### src/hdl/gds_pkg.sv
// shared types and constants for the graph diffusion step block
`default_nettype none
package gds_pkg;
    typedef enum logic [1:0] {
        CMD_LOAD = 2'd0,
        CMD_STEP = 2'd1,
        CMD_READ = 2'd2,
        CMD_NONE = 2'd3
    } t_cmd;
    localparam int unsigned VAL_W  = 32;
    localparam int unsigned NB_W   = 10;
    localparam int unsigned NB_MAX = 6;
    localparam int unsigned CNT_W  = 11;
    localparam logic [CNT_W-1:0] CNT_RESET = 11'd1024;
    localparam logic [1:0] REG_NUM_VERTS = 2'd0;
    typedef struct packed {
        logic       start;
        logic [63:0] radicand;
    } t_sqrt_req;
    typedef struct packed {
        logic        done;
        logic [31:0] root;
    } t_sqrt_rsp;
endpackage
`default_nettype wire

### src/hdl/gds_sqrt.sv
// bit-serial integer square root of a 64-bit radicand, one result bit per cycle
`default_nettype none
module gds_sqrt (
    input  wire                     i_clk,
    input  wire                     i_rst_n,
    input  wire gds_pkg::t_sqrt_req i_req,
    output gds_pkg::t_sqrt_rsp      o_rsp
);
    logic [63:0] r_rem;
    logic [63:0] r_res;
    logic [63:0] r_bit;
    logic        r_busy;
    logic        r_done;
    logic [63:0] w_trial;

    assign w_trial = r_res + r_bit;

    always_ff @(posedge i_clk) begin
        if (!i_rst_n) begin
            r_busy <= 1'b0;
            r_done <= 1'b0;
        end else begin
            r_done <= 1'b0;
            if (i_req.start) begin
                r_busy <= 1'b1;
                r_rem  <= i_req.radicand;
                r_res  <= '0;
                r_bit  <= 64'h4000_0000_0000_0000;
            end else if (r_busy) begin
                if (r_rem >= w_trial) begin
                    r_rem <= r_rem - w_trial;
                    r_res <= (r_res >> 1) + r_bit;
                end else begin
                    r_res <= r_res >> 1;
                end
                r_bit <= r_bit >> 2;
                if (r_bit[0]) begin
                    r_busy <= 1'b0;
                    r_done <= 1'b1;
                end
            end
        end
    end

    assign o_rsp.done = r_done;
    assign o_rsp.root = r_res[31:0];
endmodule
`default_nettype wire

### config.mk
export PLATFORM = sky130hd
export DESIGN_NAME = gds_sqrt
export DESIGN_NICKNAME = d
export VERILOG_FILES = /design/src/hdl/gds_pkg.sv /design/src/hdl/gds_sqrt.sv
export SDC_FILE = /design/constraint.sdc
export NUM_CORES = 1
export LEC_CHECK = 0
export BUFFER_PORTS_ARGS = -buffer_cell sky130_fd_sc_hd__buf_2
export CORE_MARGIN = 2
export CORE_UTILIZATION = 50
export CTS_BUF_LIST = sky130_fd_sc_hd__clkbuf_16
export DETAILED_ROUTE_END_ITERATION = 8
export GPL_TIMING_DRIVEN = 0
export PLACE_DENSITY = 0.76
export SYNTH_ARGS = -nofsm -noshare
export SYNTH_HDL_FRONTEND = slang
export SYNTH_SLANG_ARGS = --single-unit
### constraint.sdc
create_clock -name i_clk -period 25.6 [get_ports i_clk]
set_input_delay 3.84 -clock i_clk [delete_from_list [all_inputs] [get_ports i_clk]]
set_output_delay 3.84 -clock i_clk [all_outputs]
set_load 0.005 [all_outputs]
== Yosys cells after proc, flatten, opt, wreduce, memory -nomap -nowiden ==
Index checks and enable logic that the tools add are counted.

* Memory bits (writable): 0
* Bits of input ports: 67
* Logic and storage cells: 26
* Latch bits: 0
* Output and inout bits: 33
* Bits in read-only memories: 0
* Memories kept: 0
* Bits in registers: 162

* Eq/ne operators: 0
* Add/subtract/negate cells: 3
* Shifts and indexed selects: 0
* Reduce and logical (&&, ||, !) cells: 5
* Div/mod/pow operators: 0
* $lt $le $gt $ge: 1
* Multiply operators: 0
* Multiplexer cells: 10
* Bitwise operators: 2

{| class="wikitable"
|+ Operators by type and width
! kind !! count
|-
| 2-to-1 mux 64 bit || 5
|-
| adder 63 x 63 -> 64 bit || 1
|-
| adder 64 x 63 -> 64 bit || 1
|-
| >= comparator 64 bit || 1
|-
| subtractor 64 bit || 1
|-
| 2-to-1 mux 63 bit || 1
|-
| 2-to-1 mux 1 bit || 4
|-
| nonzero test 2 bit || 2
|-
| AND reduction 3 bit || 1
|-
| OR reduction 3 bit || 1
|-
| inverter 1 bit || 2
|-
| AND reduction 2 bit || 1
|}

== Depth between registers and ports, before layout ==
* Word-level depth: 5
* Mapped depth: 25
* Mapped depth without buffers: 21

== Worst setup path after synthesis ==
No wires, ideal clock.

* Kind: input port to flip-flop
* From: input port i_req[64] (netlist bit)
* To: register r_rem[0], enable pin
* Buffers on the path: 2
* Data arrival time: 11.451 ns
* Data required time: 25.017 ns
* Setup slack: 13.566 ns
* Stages on the path: 4
* Library setup time: 0.583 ns
* Cell sequence: clkbuf_1 -> clkbuf_1 -> o21a_1 -> a21boi_0

* Cells in the longest elaborated chain, start to end: 2
* Elaborated cells between the ends (all ways): 3
* Those cells by class: reduce/logical (3)

{| class="wikitable"
|+ Ends and longest elaborated chain
! item !! line !! RTL
|-
| start: declaration || gds_sqrt.sv:6 || <nowiki>input wire gds_pkg::t_sqrt_req i_req,</nowiki>
|-
| nonzero test 2 bit (no source line) || -- ||
|-
| AND reduction 3 bit (no source line) (*) || -- ||
|-
| end signal: assignment || gds_sqrt.sv:26 || <nowiki>r_rem <= i_req.radicand;</nowiki>
|-
| end signal: assignment || gds_sqrt.sv:31 || <nowiki>r_rem <= r_rem - w_trial;</nowiki>
|-
| end: declaration || gds_sqrt.sv:9 || <nowiki>logic [63:0] r_rem;</nowiki>
|}

Every way passes the cells marked *; elsewhere a longest branch is shown, timed or not.
A chain may end at the register's enable or synchronous reset.

== Final worst setup path ==
* From: register r_bit[0]
* To: register r_rem[54], enable pin

* Cells in the longest elaborated chain, start to end: 4

{| class="wikitable"
|+ Ends and longest elaborated chain
! item !! line !! RTL
|-
| start: declaration || gds_sqrt.sv:11 || <nowiki>logic [63:0] r_bit;</nowiki>
|-
| start signal: assignment || gds_sqrt.sv:36 || <nowiki>r_bit <= r_bit >> 2;</nowiki>
|-
| adder 64 x 63 -> 64 bit || gds_sqrt.sv:16 || <nowiki>assign w_trial = r_res + r_bit;</nowiki>
|-
| >= comparator 64 bit || gds_sqrt.sv:30 || <nowiki>if (r_rem >= w_trial) begin</nowiki>
|-
| nonzero test 2 bit (no source line) || -- ||
|-
| AND reduction 3 bit (no source line) || -- ||
|}

No other way between the ends.

==> qor.yml <==
floorplan:
  fp.dieW_um: 183
  die_h_um: 183
  coreArea_um2: 31500
  rows: 65
  start_util_pct: 50.7
  io_pins: 100
  die-area_um2: 33400
layout:
  fin_cells: 2424
  multi_input_comb_area_um2: 10400
  regArea_um2: 4840
  drive_gt1_share_pct: 11.4
  diodes: 0
  synthToLayoutAreaGrowth_pct: 10.5
  num-fill-cells: 2870
  layout.nets: 2207
placed_design:
  preCtsSetupSlack_ns: 17.84
  dp_hpwl_um: 38700
  io_buffer_count: 99
  finalWeightedCongestion: 0.954
  dp_cells: 2392
clock_tree:
  root_buffer: "clkbuf_16"
  post-cts-setup-buffers: 0
  insertion_delay_ns: 0.46
  clock_path_buffers: 2
  clkTransAtPathRegs_ns: 0.07
  cts_resized: 0
  htree_levels: 4
  cts_num_sinks: 162
  cts_buffers: 17
  cts_hold_buf: 0
  cts_tree: "yes"
worst_setup_path:
  worstPathMaxFanout: 27
  setup.worst_path.end_class: "flop"
  cpLargestDelayFamily: "compound AO/OA/AOI/OAI gates"
  crit_end: "r_rem[54]"
  crit_cells: 22
  cp.arrival_ns: 7.87
  critPathMaxStageDelay_ns: 0.89
  path_cells: "ha_1 -> ha_1 -> a211oi_2 -> o31ai_1 -> nor4b_1 -> or3_1 -> clkbuf_1 -> o31a_1 -> o2111ai_2 -> a21oi_1 -> nor2_1 -> xor2_1 -> ha_1 -> nand2_1 -> nor3_1 -> nand4_1 -> a2111oi_4 -> nor2_2 -> clkbuf_1 -> a21boi_4 -> buf_12 -> buf_12"
  r2r_start: "r_bit[0]"
  r2r_end: "r_rem[54]"
  crit_buf_inv: 4
  cpMaxStageDelayCell: "a2111oi_4"
  r2r_slack_ns: 17.88
  cp-start-kind: "flop"
  path_common_cell: "ha_1"
  critical_path_class: "flop to flop"
  r2r_cells: 22
  crit_required_ns: 25.75
  critPathLaunch: "r_bit[0]"
grt:
  grt_max_degree: 66
  track_usage_pct: 29.8
  grt_pass1_wl_um: 77800
  antenna_found_initial: 1
  grt_pass1_vias: 14700
  grt-ovfl-total: 0
job:
  drv_cap: 0
synthesis:
  synth.yosys.warnings: 0
  synthXorXnorAreaFrac_pct: 8.72
  syn_area_um2: 16000
  syn-num-nets: 2086
  synth.mux.area_fraction_pct: 0.345
  synth_largest_area_cell: "edfxtp_1"
  synth-simple-area-share_pct: 19.6
  synth_adder_area_share_pct: 10.3
  synth_area_leaders: "edfxtp_1 30%, ha_1 10%, xor2_1 4.9%"
  synth-compound-area-share_pct: 26.0
  yosysMostFrequentCell: "nand2_1"
  yosys_most_used_dff: "edfxtp_1"
  synth.distinct_cells: 82
  synthTopCellsByCount: "206 x nand2_1, 168 x nor2_1, 160 x edfxtp_1"
  synth_top_area_share_pct: 30.1
  yosysSeqAreaShare_pct: 30.3
  async_reset_ff_share_pct: 0
  syn_inst: 1888
  synth_edf_count: 160
  synth-seq-cells: 162
  avgSynthCellArea_um2: 8.46
  synth_top_family_by_area: "compound AO/OA/AOI/OAI gates"
sta:
  worst_pin_slew_ns: 1.09
  finClkSkew_ns: 0.0169
  max-slew-margin-rel_pct: 27.1
  final_hold_viol_count: 0
  slew_violations: 0
  rsz0062_at_grt: "no"
  fmax_ghz: 0.130
  fin_ws_ns: 17.88
  setup_violations: 0
  setup_tns_ns: 0
  fin_crit_ns: 7.72
  period_share_pct: 30.1
detailed_routing:
  drt_wl_total_um: 49700
  drt_iter0_markers: 1573
  postRouteAntennaNets: 0
  firstDrtPassIters: 6
  vias: 15400
  drc: 0
  vias_per_cell: 6.34
  post_drt_wl_per_cell_um: 20.5
min_path:
  hold_class: "flop to flop"
power_and_ir_drop:
  ir_drop_mv: 0.0470
  power_w: 0.00121
  p_leak_nw: 6.78
  powerDensity_nw_per_um2: 68.6
outcome:
  status: "finished clean"
routing by layer:
metal,global-route usage [%],share of wire (%),up-vias,routed length (um)
li1,-,-,7282,-
met1,37.6,42,7277,20700
met2,49.8,47,661,23200
met3,4.45,6.8,140,3400
met4,14.7,4.7,0,2360
met5,0,0,-,0
through the flow:
step	hold slack, ns	utilization [%]	area, um2
floorplan	0.454	-	16000
global route	0.532	56.1	17600
global placement	0.492	53.9	17000
detailed placement	0.502	54.2	17100
finish	0.506	56.1	17600
CTS	0.511	56.1	17600
where the power goes:
| part | total [W] | internal, W | switching (W) |
|---|---|---|---|
| clock | 0.000274 | 0.000147 | 0.000127 |
| sequential | 0.000365 | 0.000335 | 0.0000295 |
| combinational | 0.000571 | 0.000221 | 0.000351 |
placed cells by master (no fill, tap or decap), types with 42 or more instances in the layout:
| cell type | n |
|---|---|
| edfxtp_1 | 160 |
| nand4_1 | 48 |
| a31oi_1 | 59 |
| xor2_1 | 90 |
| nor2b_1 | 49 |
| a21o_1 | 45 |
| buf_2 | 106 |
| nor2_1 | 168 |
| clkbuf_1 | 69 |
| a21oi_1 | 118 |
| o21ai_0 | 156 |
| nor3_1 | 42 |
| ha_1 | 130 |
| nand2_1 | 206 |
| o21bai_1 | 48 |
| xnor2_1 | 69 |
registers in the layout, indices dropped and copies added, names as in the netlist:
name / flops
r_busy: 1
r_bit: 32
r_done: 1
r_rem: 64
r_res: 64
how the worst min path moves through the flow:
stage | cells after the start | slack, ns | endpoint | from
CTS | 1 | 0.51 | r_done | r_busy
floorplan | 1 | 0.45 | r_done | r_busy
global placement | 1 | 0.49 | r_done | r_busy
finish | 1 | 0.51 | r_done | r_busy
detailed placement | 1 | 0.50 | r_done | r_busy
global route | 1 | 0.53 | r_done | r_busy
worst reg2reg max path: cells and delay by family (launching register included):
kind,cells,cell delay (ns)
AO/OA/AOI/OAI,7,2.96
AND/OR/NAND/NOR,7,1.63
buffers and inverters,4,1.10
adder cells (fa/ha/maj),3,0.90
flip-flops,1,0.58
XOR/XNOR,1,0.21
cells by family after synthesis:
kind of cell,Yosys count
AO/OA/AOI/OAI,617
AND/OR/NAND/NOR,658
adder cells (fa/ha/maj),131
multiplexers,5
flip-flops,162
buffers and inverters,156
XOR/XNOR,159
cell type report:
cell class / count / area share, %
inverters: 40 / 0.851
clock inverters: 15 / 0.964
well taps: 402 / 2.85
plain buffers: 116 / 3.43
multi-input cells: 1570 / 58.9
flip-flops and latches: 162 / 27.4
clock buffers: 17 / 2.41
repair buffers: 102 / 3.19
Power figures use the tool's default switching activity.
